<file path="src/rtl/core/u8dec_pkg.sv">
`default_nettype none

package u8dec_pkg;

    localparam int unsigned CP_W = 21;

    localparam logic [CP_W-1:0] REPL_RESET = 21'h00FFFD;

    // lead and continuation byte bounds
    localparam logic [7:0] CONT_MASK  = 8'hC0;
    localparam logic [7:0] CONT_TAG   = 8'h80;
    localparam logic [7:0] LEAD_MIN   = 8'hC2;
    localparam logic [7:0] LEAD_3B    = 8'hE0;
    localparam logic [7:0] LEAD_4B    = 8'hF0;
    localparam logic [7:0] LEAD_LIMIT = 8'hF5;
    localparam logic [7:0] LEAD_ED    = 8'hED;
    localparam logic [7:0] LEAD_F4    = 8'hF4;
    localparam logic [7:0] CONT_A0    = 8'hA0;
    localparam logic [7:0] CONT_90    = 8'h90;

    localparam logic [CP_W-1:0] MIN_2B    = 21'h000080;
    localparam logic [CP_W-1:0] MIN_3B    = 21'h000800;
    localparam logic [CP_W-1:0] MIN_4B    = 21'h010000;
    localparam logic [CP_W-1:0] CP_MAX    = 21'h10FFFF;
    localparam logic [CP_W-1:0] SURR_MASK = 21'h1FF800;
    localparam logic [CP_W-1:0] SURR_BASE = 21'h00D800;

    typedef struct packed {
        logic [CP_W-1:0] cp;
        logic            repl;
    } result_t;

    // results caused by one byte; a one-result byte uses first only
    typedef struct packed {
        logic    two;
        result_t first;
        result_t second;
        logic    fin;
    } rec_t;

endpackage

`default_nettype wire

</file>
<file path="src/rtl/core/u8dec_front.sv">
`default_nettype none

module u8dec_front
    import u8dec_pkg::*;
(
    input  wire logic            clk,
    input  wire logic            rst_n,
    input  wire logic            accept,
    input  wire logic [7:0]      data_byte,
    input  wire logic            final_byte,
    input  wire logic            cfg_we,
    input  wire logic [CP_W-1:0] cfg_data,
    output logic                 rec_valid,
    output rec_t                 rec
);

    logic [CP_W-1:0] repl_reg, repl_next;
    logic [7:0]      lead_reg, lead_next;
    logic [1:0]      seen_reg, seen_next;
    logic [14:0]     part_reg, part_next;

    logic            is_cont, first_ok, ok, bad, as_lead;
    logic [1:0]      need, seen_inc;
    logic [CP_W-1:0] acc;
    logic            a_valid, b_valid;
    result_t         a_res, b_res;

    always_ff @(posedge clk or negedge rst_n)
    begin
        if (!rst_n)
        begin
            repl_reg <= REPL_RESET;
            lead_reg <= '0;
            seen_reg <= '0;
            part_reg <= '0;
        end
        else
        begin
            repl_reg <= repl_next;
            lead_reg <= lead_next;
            seen_reg <= seen_next;
            part_reg <= part_next;
        end
    end

    assign repl_next = cfg_we ? cfg_data : repl_reg;

    always_comb
    begin
        is_cont  = (data_byte & CONT_MASK) == CONT_TAG;
        first_ok = 1'b1;
        if (lead_reg == LEAD_3B && data_byte < CONT_A0) first_ok = 1'b0;
        if (lead_reg == LEAD_ED && data_byte >= CONT_A0) first_ok = 1'b0;
        if (lead_reg == LEAD_4B && data_byte < CONT_90) first_ok = 1'b0;
        if (lead_reg == LEAD_F4 && data_byte >= CONT_90) first_ok = 1'b0;
        ok = is_cont && (seen_reg != 2'd0 || first_ok);

        if (lead_reg < LEAD_3B)      need = 2'd1;
        else if (lead_reg < LEAD_4B) need = 2'd2;
        else                         need = 2'd3;

        acc      = {part_reg, data_byte[5:0]};
        seen_inc = seen_reg + 2'd1;

        unique case (need)
            2'd1:    bad = acc < MIN_2B;
            2'd2:    bad = (acc < MIN_3B) || ((acc & SURR_MASK) == SURR_BASE);
            default: bad = (acc < MIN_4B) || (acc > CP_MAX);
        endcase

        lead_next = lead_reg;
        seen_next = seen_reg;
        part_next = part_reg;
        a_valid   = 1'b0;
        a_res     = '{cp: repl_reg, repl: 1'b1};
        b_valid   = 1'b0;
        b_res     = '{cp: repl_reg, repl: 1'b1};
        as_lead   = 1'b1;

        if (accept)
        begin
            // continuation of an open sequence
            if (lead_reg != 8'd0)
            begin
                if (ok)
                begin
                    seen_next = seen_inc;
                    as_lead   = 1'b0;
                    if (seen_inc >= need)
                    begin
                        a_valid = 1'b1;
                        if (!bad) a_res = '{cp: acc, repl: 1'b0};
                        lead_next = '0;
                        seen_next = '0;
                        part_next = '0;
                    end
                    else if (final_byte)
                    begin
                        a_valid   = 1'b1;
                        lead_next = '0;
                        seen_next = '0;
                        part_next = '0;
                    end
                    else
                    begin
                        part_next = acc[14:0];
                    end
                end
                else
                begin
                    // broken prefix: one replacement, then decode as lead
                    a_valid   = 1'b1;
                    lead_next = '0;
                    seen_next = '0;
                    part_next = '0;
                end
            end

            if (as_lead)
            begin
                if (data_byte < CONT_TAG)
                begin
                    b_valid = 1'b1;
                    b_res   = '{cp: {13'd0, data_byte}, repl: 1'b0};
                end
                else if (data_byte < LEAD_MIN || data_byte >= LEAD_LIMIT || final_byte)
                begin
                    b_valid = 1'b1;
                end
                else
                begin
                    lead_next = data_byte;
                    seen_next = '0;
                    if (data_byte < LEAD_3B)      part_next = {10'd0, data_byte[4:0]};
                    else if (data_byte < LEAD_4B) part_next = {11'd0, data_byte[3:0]};
                    else                          part_next = {12'd0, data_byte[2:0]};
                end
            end
        end

        rec_valid  = a_valid || b_valid;
        rec.two    = a_valid && b_valid;
        rec.first  = a_valid ? a_res : b_res;
        rec.second = b_res;
        rec.fin    = final_byte;
    end

endmodule

`default_nettype wire

</file>
<file path="src/rtl/core/u8dec_queue.sv">
`default_nettype none

module u8dec_queue
    import u8dec_pkg::*;
#(
    parameter int unsigned DEPTH = 4
)
(
    input  wire logic clk,
    input  wire logic rst_n,
    input  wire logic wr_en,
    input  wire rec_t wr_data,
    input  wire logic rd_en,
    output rec_t      rd_data,
    output logic      q_full,
    output logic      q_empty
);

    localparam int unsigned PTR_W = (DEPTH > 1) ? $clog2(DEPTH) : 1;
    localparam int unsigned CNT_W = $clog2(DEPTH + 1);
    localparam logic [PTR_W-1:0] PTR_LAST = PTR_W'(DEPTH - 1);
    localparam logic [CNT_W-1:0] CNT_FULL = CNT_W'(DEPTH);

    rec_t             mem [DEPTH];
    logic [PTR_W-1:0] wr_ptr_reg, wr_ptr_next;
    logic [PTR_W-1:0] rd_ptr_reg, rd_ptr_next;
    logic [CNT_W-1:0] cnt_reg, cnt_next;

    assign q_full  = cnt_reg == CNT_FULL;
    assign q_empty = cnt_reg == '0;
    assign rd_data = mem[rd_ptr_reg];

    always_comb
    begin
        wr_ptr_next = wr_ptr_reg;
        rd_ptr_next = rd_ptr_reg;
        cnt_next    = cnt_reg;
        if (wr_en)
        begin
            wr_ptr_next = (wr_ptr_reg == PTR_LAST) ? '0 : wr_ptr_reg + 1'b1;
        end
        if (rd_en)
        begin
            rd_ptr_next = (rd_ptr_reg == PTR_LAST) ? '0 : rd_ptr_reg + 1'b1;
        end
        if (wr_en && !rd_en)      cnt_next = cnt_reg + 1'b1;
        else if (!wr_en && rd_en) cnt_next = cnt_reg - 1'b1;
    end

    always_ff @(posedge clk or negedge rst_n)
    begin
        if (!rst_n)
        begin
            wr_ptr_reg <= '0;
            rd_ptr_reg <= '0;
            cnt_reg    <= '0;
        end
        else
        begin
            wr_ptr_reg <= wr_ptr_next;
            rd_ptr_reg <= rd_ptr_next;
            cnt_reg    <= cnt_next;
        end
    end

    always_ff @(posedge clk)
    begin
        if (wr_en)
        begin
            mem[wr_ptr_reg] <= wr_data;
        end
    end

endmodule

`default_nettype wire

</file>
<file path="src/rtl/core/u8dec_back.sv">
`default_nettype none

module u8dec_back
    import u8dec_pkg::*;
(
    input  wire logic       clk,
    input  wire logic       rst_n,
    input  wire rec_t       head,
    input  wire logic       q_empty,
    output logic            q_pop,
    input  wire logic       pop,
    output logic            empty,
    output logic [CP_W-1:0] code_point,
    output logic            was_replaced,
    output logic            last_of_run,
    output logic            end_of_text
);

    logic    out_valid_reg, out_valid_next;
    logic    phase_reg, phase_next;
    result_t out_res_reg, out_res_next;
    logic    out_last_reg, out_last_next;
    logic    out_eot_reg, out_eot_next;
    logic    load;

    always_comb
    begin
        load           = !out_valid_reg || pop;
        out_valid_next = out_valid_reg && !pop;
        phase_next     = phase_reg;
        out_res_next   = out_res_reg;
        out_last_next  = out_last_reg;
        out_eot_next   = out_eot_reg;
        q_pop          = 1'b0;
        if (load && !q_empty)
        begin
            out_valid_next = 1'b1;
            if (head.two && !phase_reg)
            begin
                // first half of a pair; record stays at the head
                out_res_next  = head.first;
                out_last_next = 1'b0;
                out_eot_next  = 1'b0;
                phase_next    = 1'b1;
            end
            else
            begin
                out_res_next  = phase_reg ? head.second : head.first;
                out_last_next = 1'b1;
                out_eot_next  = head.fin;
                phase_next    = 1'b0;
                q_pop         = 1'b1;
            end
        end
    end

    always_ff @(posedge clk or negedge rst_n)
    begin
        if (!rst_n)
        begin
            out_valid_reg <= 1'b0;
            phase_reg     <= 1'b0;
        end
        else
        begin
            out_valid_reg <= out_valid_next;
            phase_reg     <= phase_next;
        end
    end

    always_ff @(posedge clk)
    begin
        out_res_reg  <= out_res_next;
        out_last_reg <= out_last_next;
        out_eot_reg  <= out_eot_next;
    end

    assign empty        = !out_valid_reg;
    assign code_point   = out_res_reg.cp;
    assign was_replaced = out_res_reg.repl;
    assign last_of_run  = out_last_reg;
    assign end_of_text  = out_eot_reg;

    a_phase_head: assert property (@(posedge clk) disable iff (!rst_n)
        phase_reg |-> !q_empty)
        else $error("pair half-sent but queue head gone");

    a_phase_out: assert property (@(posedge clk) disable iff (!rst_n)
        phase_reg |-> (out_valid_reg && !out_last_reg && !out_eot_reg))
        else $error("first of pair not held as non-last result");

    a_pop_nonempty: assert property (@(posedge clk) disable iff (!rst_n)
        q_pop |-> !q_empty)
        else $error("queue read while empty");

    a_pop_last: assert property (@(posedge clk) disable iff (!rst_n)
        q_pop |=> (out_valid_reg && out_last_reg))
        else $error("record retired without a last result");

endmodule

`default_nettype wire

</file>
<file path="src/rtl/core/utf8_validating_decoder_unit.sv">
`default_nettype none

// UTF-8 validating decoder with replacement (maximal-subpart rule).
// Input queue side: a byte (data_byte, final_byte) transfers at a clock edge
// with push high and full low. One byte per cycle is taken while the internal
// record queue has room.
// Result queue side: while empty is low the oldest result sits on code_point,
// was_replaced, last_of_run, end_of_text; it transfers on pop with empty low.
// Path: a byte that completes a result is decoded and written to the
// record queue at its transfer edge; the output register then loads it
// from the queue head whenever that register is empty or being popped.
// Throughput: one byte per cycle while the record queue has room; a byte
// that gives two results (broken prefix plus a new lead) keeps its record
// at the queue head until the back end has sent both, and the output
// register gives one result per cycle while pop keeps it free.
// Stalls: when pop stays low the output register holds, the record queue
// (QUEUE_DEPTH entries) fills, and full rises; the decoder state only moves
// on a byte transfer, so no data is lost.
// Reset: rst_n clears the open sequence, the queue and the output, and sets
// the replacement code to U+FFFD. cfg_we writes the replacement code from
// cfg_data; write it only while the block is idle.
module utf8_validating_decoder_unit
    import u8dec_pkg::*;
#(
    parameter int unsigned QUEUE_DEPTH = 4
)
(
    input  wire logic            clk,
    input  wire logic            rst_n,
    input  wire logic            push,
    output logic                 full,
    input  wire logic [7:0]      data_byte,
    input  wire logic            final_byte,
    output logic                 empty,
    input  wire logic            pop,
    output logic [CP_W-1:0]      code_point,
    output logic                 was_replaced,
    output logic                 last_of_run,
    output logic                 end_of_text,
    input  wire logic            cfg_we,
    input  wire logic [CP_W-1:0] cfg_data
);

    logic accept;
    logic rec_valid;
    rec_t rec;
    rec_t head;
    logic q_full, q_empty, q_pop;

    // front transfer: queue must have room for the record this byte may make
    assign full   = q_full;
    assign accept = push && !q_full;

    u8dec_front u_front (
        .clk        (clk),
        .rst_n      (rst_n),
        .accept     (accept),
        .data_byte  (data_byte),
        .final_byte (final_byte),
        .cfg_we     (cfg_we),
        .cfg_data   (cfg_data),
        .rec_valid  (rec_valid),
        .rec        (rec)
    );

    // bytes that make no result write nothing
    u8dec_queue #(
        .DEPTH (QUEUE_DEPTH)
    ) u_queue (
        .clk     (clk),
        .rst_n   (rst_n),
        .wr_en   (rec_valid),
        .wr_data (rec),
        .rd_en   (q_pop),
        .rd_data (head),
        .q_full  (q_full),
        .q_empty (q_empty)
    );

    // back end splits records into single results
    u8dec_back u_back (
        .clk          (clk),
        .rst_n        (rst_n),
        .head         (head),
        .q_empty      (q_empty),
        .q_pop        (q_pop),
        .pop          (pop),
        .empty        (empty),
        .code_point   (code_point),
        .was_replaced (was_replaced),
        .last_of_run  (last_of_run),
        .end_of_text  (end_of_text)
    );

endmodule

`default_nettype wire
</file>
<file path="config.mk">
export PLATFORM = sky130hd
export DESIGN_NAME = utf8_validating_decoder_unit
export DESIGN_NICKNAME = d
export VERILOG_FILES = /design/src/rtl/core/u8dec_pkg.sv /design/src/rtl/core/u8dec_front.sv /design/src/rtl/core/u8dec_queue.sv /design/src/rtl/core/u8dec_back.sv /design/src/rtl/core/utf8_validating_decoder_unit.sv
export SDC_FILE = /design/constraint.sdc
export NUM_CORES = 1
export LEC_CHECK = 0
export BUFFER_PORTS_ARGS = -buffer_cell sky130_fd_sc_hd__buf_2
export CAP_MARGIN = 15
export CORE_MARGIN = 1
export CORE_UTILIZATION = 35
export DETAILED_ROUTE_END_ITERATION = 10
export GPL_TIMING_DRIVEN = 0
export PLACE_DENSITY = 0.63
export SYNTH_ARGS = -nofsm -noshare
export SYNTH_HDL_FRONTEND = slang
export SYNTH_SLANG_ARGS = --single-unit
</file>
<file path="constraint.sdc">
create_clock -name clk -period 4.3 [get_ports clk]
set_input_delay 0.43 -clock clk [delete_from_list [all_inputs] [get_ports clk]]
set_output_delay 0.43 -clock clk [all_outputs]
set_load 0.01 [all_outputs]
</file>
# [Word level (Yosys, flattened, before mapping)]
# Memories as Yosys holds them, arrays and structs flattened.
# Index checks and enable logic that the tools add are counted.
[word_totals] regBits=79 n_memories=1 out_inout_bits=26 ram_bits=184 inputBits=35 elab_cells=139
[classes] addsub=5 eq_ne=11 order_cmp=16 n_reduce_logical=30 n_mux=63
[mem_list] memory="u_queue.mem" depth=4 word_bits=46 read_ports=1 rd_clocked_by_memory_dff=0 wr=1 line_no="u8dec_queue.sv:24" rtl="rec_t mem [DEPTH];"
[op_table] cell="$mux W22" count=11
[op_table] cell="$mux W15" count=8
[op_table] cell="$lt A8 B8 Y1 const B" count=8
[op_table] cell="$mux W8" count=7
[op_table] cell="$eq A8 B8 Y1 const B" count=4
[op_table] cell="$ge A8 B8 Y1 const B" count=3
[op_table] cell="$mux W1" count=23
[op_table] cell="$gt A21 B21 Y1 const B" count=1
[op_table] cell="$lt A21 B12 Y1 const B" count=1
[op_table] cell="$lt A21 B17 Y1 const B" count=1
[op_table] cell="$lt A21 B8 Y1 const B" count=1
[op_table] cell="$mux W2" count=10
[op_table] cell="$logic_and A1 B1 Y1" count=12
[op_table] cell="$eq A10 B5 Y1 const B" count=1
[op_table] cell="$eq A2 B2 Y1 const B" count=4
[op_table] cell="$reduce_bool A8 Y1" count=1
[op_table] cell="$logic_not A1 Y1" count=7
[op_table] cell="$logic_or A1 B1 Y1" count=7
[op_table] cell="$add A2 B1 Y2 const B" count=3
[op_table] cell="$mux W3" count=2
[op_table] cell="$mux W4" count=1
[op_table] cell="$reduce_bool A2 Y1" count=2
[op_table] cell="$add A3 B1 Y3 const B" count=1
[op_table] cell="$eq A3 B3 Y1 const B" count=1
[op_table] cell="other kinds (5)" count=5

# [Logic depth before layout (Yosys ltp)]
[logic_depth] depth_word=18 mapped_depth=15 mapped_depth_nobuf=14

# [Hierarchy]
# Synthesis repeated with hierarchy kept, for this count alone.
[unflattened] cells_unflattened=592 hier_area_um2=10796.6
[by_module_without_submodules] module="u8dec_queue" n_inst=1 area_each_um2=7046.8 cells_per_inst=277 seq_area_each_um2=5700.5
[by_module_without_submodules] module="u8dec_front" n_inst=1 area_each_um2=2647.5 cells_per_inst=255 seq_area_each_um2=1169.9
[by_module_without_submodules] module="u8dec_back" n_inst=1 area_each_um2=1088.5 cells_per_inst=59 seq_area_each_um2=770.7
[by_module_without_submodules] module="utf8_validating_decoder_unit" n_inst=1 area_each_um2=13.8 cells_per_inst=1 seq_area_each_um2=0.0

# [Worst setup path before layout]
# No wires, ideal clock.
[synth_path] path_kind="input-to-reg" from="input data_byte[5]" to="memory u_queue.mem[3][0] (netlist bit), enable pin" setup_time_ns=0.408 stages=8 path_buffers=2 arrival_time_ns=2.855 path_slack_ns=1.037 t_required_ns=3.892 path_cell_list="clkbuf_1 > a21o_1 > nand3b_1 > a221o_2 > nand3_1 > and3_1 > buf_4 > and2_1"
[synth_between] elab_chain_cells=16 word_cells_on_any_way=32 cone_classes="order compare (7); mux (16); reduce/logical (9)"
[synth_rtl] item="start, declared" line_no="utf8_validating_decoder_unit.sv:32" rtl="input wire logic [7:0] data_byte,"
[synth_rtl] item="$lt A8 B8 Y1" line_no="u8dec_front.sv:52" rtl="if (lead_reg == LEAD_3B && data_byte < CONT_A0) first_ok = 1'b0;"
[synth_rtl] item="$logic_and A1 B1 Y1" line_no="u8dec_front.sv:52"
[synth_rtl] item="$mux W1" line_no="u8dec_front.sv:52"
[synth_rtl] item="$mux W1" line_no="u8dec_front.sv:53" rtl="if (lead_reg == LEAD_ED && data_byte >= CONT_A0) first_ok = 1'b0;"
[synth_rtl] item="$mux W1" line_no="u8dec_front.sv:54" rtl="if (lead_reg == LEAD_4B && data_byte < CONT_90) first_ok = 1'b0;"
[synth_rtl] item="$mux W1" line_no="u8dec_front.sv:55" rtl="if (lead_reg == LEAD_F4 && data_byte >= CONT_90) first_ok = 1'b0;"
[synth_rtl] item="$logic_or A1 B1 Y1" line_no="u8dec_front.sv:56" rtl="ok = is_cont && (seen_reg != 2'd0 || first_ok);"
[synth_rtl] item="$logic_and A1 B1 Y1" line_no="u8dec_front.sv:56"
[synth_rtl] item="$mux W1" line_no="u8dec_front.sv:85" rtl="if (ok)"
[synth_rtl] item="$mux W1" line_no="u8dec_front.sv:83" rtl="if (lead_reg != 8'd0)"
[synth_rtl] item="$mux W1" line_no="u8dec_front.sv:80" rtl="if (accept)"
[synth_rtl] item="$mux W1" line_no="u8dec_front.sv:119" rtl="if (as_lead)"
[synth_rtl] item="$mux W1" line_no="u8dec_front.sv:80"
[synth_rtl] item="$logic_or A1 B1 Y1 *" line_no="u8dec_front.sv:141" rtl="rec_valid = a_valid || b_valid;"
[synth_rtl] item="named net rec_valid" line_no="utf8_validating_decoder_unit.sv:45" rtl="logic rec_valid;"
[synth_rtl] item="$mux W1 *" line_no="u8dec_queue.sv:68" rtl="if (wr_en)"
[synth_rtl] item="$mux W1 (implied by the code) *" line_no="u8dec_queue.sv:70" rtl="mem[wr_ptr_reg] <= wr_data;"
[synth_rtl] item="end, declared" line_no="u8dec_queue.sv:24"
# The timed path passes the listed nets; every way through them passes the cells marked *. The select of a mux whose other input is x is not followed.

# [Worst setup path after layout]
[layout_path] from="register u_front.lead_reg[7]" to="register u_queue.cnt_reg[1]"
[layout_between] word_cells_on_any_way=35 cone_classes="order compare (3); eq/ne (4); mux (16); reduce/logical (12)"
[layout_rtl] item="start, declared" line_no="u8dec_front.sv:18" rtl="logic [7:0] lead_reg, lead_next;"
[layout_rtl] item="start signal, assigned" line_no="u8dec_front.sv:40" rtl="lead_reg <= lead_next;"
[layout_rtl] item="branches (longest 13 deep; another with $lt A8 B8 Y1)"
[layout_rtl] item="$logic_or A1 B1 Y1 *" line_no="u8dec_front.sv:141"
[layout_rtl] item="named net rec_valid" line_no="utf8_validating_decoder_unit.sv:45"
[layout_rtl] item="$logic_and A1 B1 Y1 *" line_no="u8dec_queue.sv:46" rtl="if (wr_en && !rd_en) cnt_next = cnt_reg + 1'b1;"
[layout_rtl] item="$mux W3 *" line_no="u8dec_queue.sv:46"
[layout_rtl] item="named net u_queue.cnt_next[1]" line_no="u8dec_queue.sv:27" rtl="logic [CNT_W-1:0] cnt_reg, cnt_next;"
[layout_rtl] item="end signal, assigned" line_no="u8dec_queue.sv:62" rtl="cnt_reg <= cnt_next;"
[layout_rtl] item="end, declared" line_no="u8dec_queue.sv:27"
# Mark *: on every way through the listed nets, which the timed path passes. The select of a mux whose other input is x is not followed.
# A chain may end at the register's enable or synchronous reset.

==> impl_metrics.toml <==
[status]
run_status = "finished, final reports clean"

[setup_path]
setup.reg_to_reg.worst_slack_ns = 1.13
reg2reg_from = "u_front.lead_reg[7]$_DFFE_PN0P_"
setup.worst_path.start = "u_front.lead_reg[7]$_DFFE_PN0P_"
critPathArrivalTime_ns = 3.58
capture_point_of_the_critical_path = "u_queue.cnt_reg[1]$_DFFE_PN0P_"
crit_path_start_kind = "register"
r2r.worst_path.cells = 13
cp-end-kind = "register"
path_max_fanout = 7
r2r_end = "u_queue.cnt_reg[1]$_DFFE_PN0P_"
worstPathRequired_ns = 4.71
timing.setup.critical_path_class = "register to register"

[timing]
final_max_slew_viol_count = 0
clock.fmax_ghz = 0.315
setup_repair_after_global_routing_missed_its_margin = "no"
final_period_utilization = 0.737
normalized_max_slew_margin = 0.339
slew_at_the_pin_closest_to_its_max_slew_limit_ns = 0.991
fin_tns_setup_ns = 0
hold_viol = 0
finClkSkew_ns = 0.0136
final.min_clock_period_ns = 3.17
setup_viol = 0
whs_ns = 0.0865

[floorplan]
core_region_area_sq_um = 29900
die_width_um = 177
floorplan.io_pins = 61
design.die.area_sq_um = 31400
floorplan.rows = 63
starting_density_of_the_core = 0.359
die_height_um = 177

[place]
dpl.hpwl_um = 14700
port_buf_inserts = 59
gp_congestion = 0.809

[clocking]
cts_clk_pin_slew_worst_paths_ns = 0.06
clock_root_cell = "sky130_fd_sc_hd__clkbuf_16"
tritoncts.num_buffers = 28
post_cts_hold_buffer_count = 1
cts_tree = "done"
clock_insertion_delay_worst_skew_ns = 0.53
cts_setup_buffers = 0
cts_sinks = 263
max-clock-path-buffers = 3
htreeDepth = 1
cts-resized-gates = 0

[yosys]
post_synth_edffs = 208
syn_nets = 632
ys_ff_latch = 263
netlist_instances = 587
netlist-cell-type-count = 49
synth_seq_area_share = 0.712
ys_async_sr_fraction = 0.209
postSynth.topFlopCell = "sky130_fd_sc_hd__edfxtp_1"
avgSynthCellArea_sq_um = 18.3
post_synth_instance_area_sq_um = 10700
synthesis.yosys.warnings = 0

[job]
drv.max_cap_violation_count = 0

[hold_path]
holdCritStartpoint = "pop"
hold_class = "primary input to register"

[grt]
first_global_vias = 5856
grt_overflow_total = 0
grt_start_max_net_pins = 37
grt_use_met3 = 0.0213
grt.busiest_layer = "met2"
grtUsageMet2 = 0.236
wire_length_of_the_first_global_routing_pass_um = 35100
antenna_found_initial = 0
grt.met1_usage = 0.210
total_global_route_track_usage = 0.149

[drt]
drt_iter0_drc = 367
drt_first_pass_iters = 5
via_count = 5495
avgRoutedWirePerCell_um = 20.6
routed_wirelength_um = 22600
avgViaCountPerCell = 5.01
route.detailed.drc = 0
route.antenna.remaining_nets = 0

[finish]
largest_register_ffs = 184
ant_diodes = 0
drive_gt1_frac = 0.371
syn2layout_area_growth_pct = 18.0
num-nets-final = 729

[pwr]
irDropWorstVdd_v = 0.000301
totalPowerFinal_mw = 8.40
power.density_nw_per_um2 = 663
power_leakage_nw = 4.52
## kinds of logic (layout without fill, tap and decap cells)
kind of cell,after synthesis,after routing,share of synthesized area
DFF,263,263,0.712
muxes,110,110,0.163
and+or+nand+nor,104,104,0.0525
AOI/OAI and AO/OA,57,57,0.0409
buffers and inverters,39,158,0.0153
adders and majority gates,10,10,0.0124
xor gates and xnor gates,4,4,0.00327
## metrics by stage
stage / util / area (sq um) / setup WS, ns / std cells
3_3_place_gp: 0.385 / 11500 / -0.308 / 1036
4_1_cts: 0.423 / 12600 / 1.13 / 1095
5_1_grt: 0.424 / 12700 / 0.913 / 1096
3_5_place_dp: 0.390 / 11700 / 1.11 / 1042
2_1_floorplan: - / 10700 / 1.04 / 587
6_report: 0.424 / 12700 / 1.13 / 1096
## routing by layer
metal / wire [um] / up-vias / share of wire
li1: - / 2514 / -
met1: 10500 / 2785 / 0.46
met4: 607 / 0 / 0.027
met3: 933 / 40 / 0.041
met5: 0 / - / 0
met2: 10600 / 156 / 0.47
## layout by cell type (no fill, tap or decap), types with 2 or more instances in the layout
| cell | instances |
|---|---|
| sky130_fd_sc_hd__buf_4 | 2 |
| sky130_fd_sc_hd__edfxtp_1 | 208 |
| sky130_fd_sc_hd__o21ai_0 | 21 |
| sky130_fd_sc_hd__and2_2 | 4 |
| sky130_fd_sc_hd__ha_1 | 9 |
| sky130_fd_sc_hd__clkbuf_16 | 29 |
| sky130_fd_sc_hd__nor3_2 | 2 |
| sky130_fd_sc_hd__a22o_1 | 19 |
| sky130_fd_sc_hd__xnor2_1 | 2 |
| sky130_fd_sc_hd__nor4_1 | 7 |
| sky130_fd_sc_hd__buf_2 | 66 |
| sky130_fd_sc_hd__nor3_1 | 2 |
| sky130_fd_sc_hd__nor2b_1 | 19 |
| sky130_fd_sc_hd__a21oi_1 | 3 |
| sky130_fd_sc_hd__clkbuf_1 | 19 |
| sky130_fd_sc_hd__nand3_1 | 2 |
| sky130_fd_sc_hd__clkbuf_8 | 11 |
| sky130_fd_sc_hd__dfrtp_1 | 40 |
| sky130_fd_sc_hd__nand2_1 | 39 |
| sky130_fd_sc_hd__dfstp_2 | 15 |
| sky130_fd_sc_hd__mux4_2 | 46 |
| sky130_fd_sc_hd__and3_1 | 3 |
| sky130_fd_sc_hd__mux2_2 | 62 |
| sky130_fd_sc_hd__nand2b_1 | 7 |
| sky130_fd_sc_hd__a21o_1 | 4 |
| sky130_fd_sc_hd__nor2_1 | 7 |
| sky130_fd_sc_hd__clkinv_1 | 2 |
| sky130_fd_sc_hd__inv_1 | 13 |
| sky130_fd_sc_hd__mux2i_1 | 2 |
| sky130_fd_sc_hd__clkinv_2 | 4 |
| sky130_fd_sc_hd__buf_12 | 5 |
| sky130_fd_sc_hd__xor2_1 | 2 |
| sky130_fd_sc_hd__and2_1 | 2 |
| sky130_fd_sc_hd__bufinv_16 | 2 |
## how the worst min path moves through the flow
stage | to | cells after the start
floorplan | u_back.out_valid_reg$_DFF_PN0_ | 0
detailed placement | u_front.repl_reg[1]$_DFFE_PN0P_ | 1
global route | u_back.out_valid_reg$_DFF_PN0_ | 2
finish | u_back.out_valid_reg$_DFF_PN0_ | 2
global placement | u_queue.cnt_reg[2]$_DFFE_PN0P_ | 1
CTS | u_back.out_valid_reg$_DFF_PN0_ | 2
## power by group
part           total, mW  switching [mW]  internal (mW)
Sequential          3.67           0.166           3.51
Combinational       2.25            1.21           1.04
Clock               2.48           0.948           1.53
Total               8.40            2.32           6.08
## cell type report
| cell class | instances | area, sq um |
|---|---|---|
| sequential | 263 | 7640 |
| fill | 2623 | 17200 |
| clock buffer | 44 | 892 |
| multi-input combinational | 285 | 2940 |
| timing repair buffer | 67 | 448 |
| clock inverter | 8 | 87.6 |
| buffer | 26 | 115 |
| inverter | 13 | 48.8 |
| tap | 390 | 488 |
## synthesized netlist by cell type, drive strengths merged (2+ instances only)
library cell / number / area (sq um)
buf: 10 / 53.8
nor4: 7 / 43.8
edfxtp: 208 / 6250
o21ai: 23 / 130
and3: 3 / 18.8
xor2: 2 / 17.5
dfstp: 15 / 394
dfrtp: 40 / 1000
and2: 6 / 37.5
a22o: 20 / 176
inv: 13 / 48.8
a21oi: 4 / 20.0
nor3: 4 / 30.0
mux2: 62 / 698
mux2i: 2 / 20.0
a21o: 4 / 30.0
clkbuf: 16 / 61.3
or4: 2 / 18.8
ha: 9 / 113
nor3b: 2 / 20.0
nand2b: 7 / 43.8
nor2: 7 / 26.3
nand3: 2 / 10.0
nand2: 39 / 146
xnor2: 2 / 17.5
nor2b: 19 / 119
mux4: 46 / 1040
## critical path: stages (launching register included)
cell and delay (ns):
sky130_fd_sc_hd__dfrtp_1 0.36, sky130_fd_sc_hd__and3_1 0.31, sky130_fd_sc_hd__nand2b_1 0.09, sky130_fd_sc_hd__ha_1 0.27
sky130_fd_sc_hd__nand2b_1 0.14, sky130_fd_sc_hd__a21o_1 0.20, sky130_fd_sc_hd__nor3_1 0.26, sky130_fd_sc_hd__nand3_1 0.13
sky130_fd_sc_hd__and3_1 0.16, sky130_fd_sc_hd__buf_4 0.15, sky130_fd_sc_hd__ha_1 0.22, sky130_fd_sc_hd__inv_1 0.07
sky130_fd_sc_hd__fa_1 0.40, sky130_fd_sc_hd__mux2_2 0.27
Note: power is estimated with default switching activity, not from simulation.
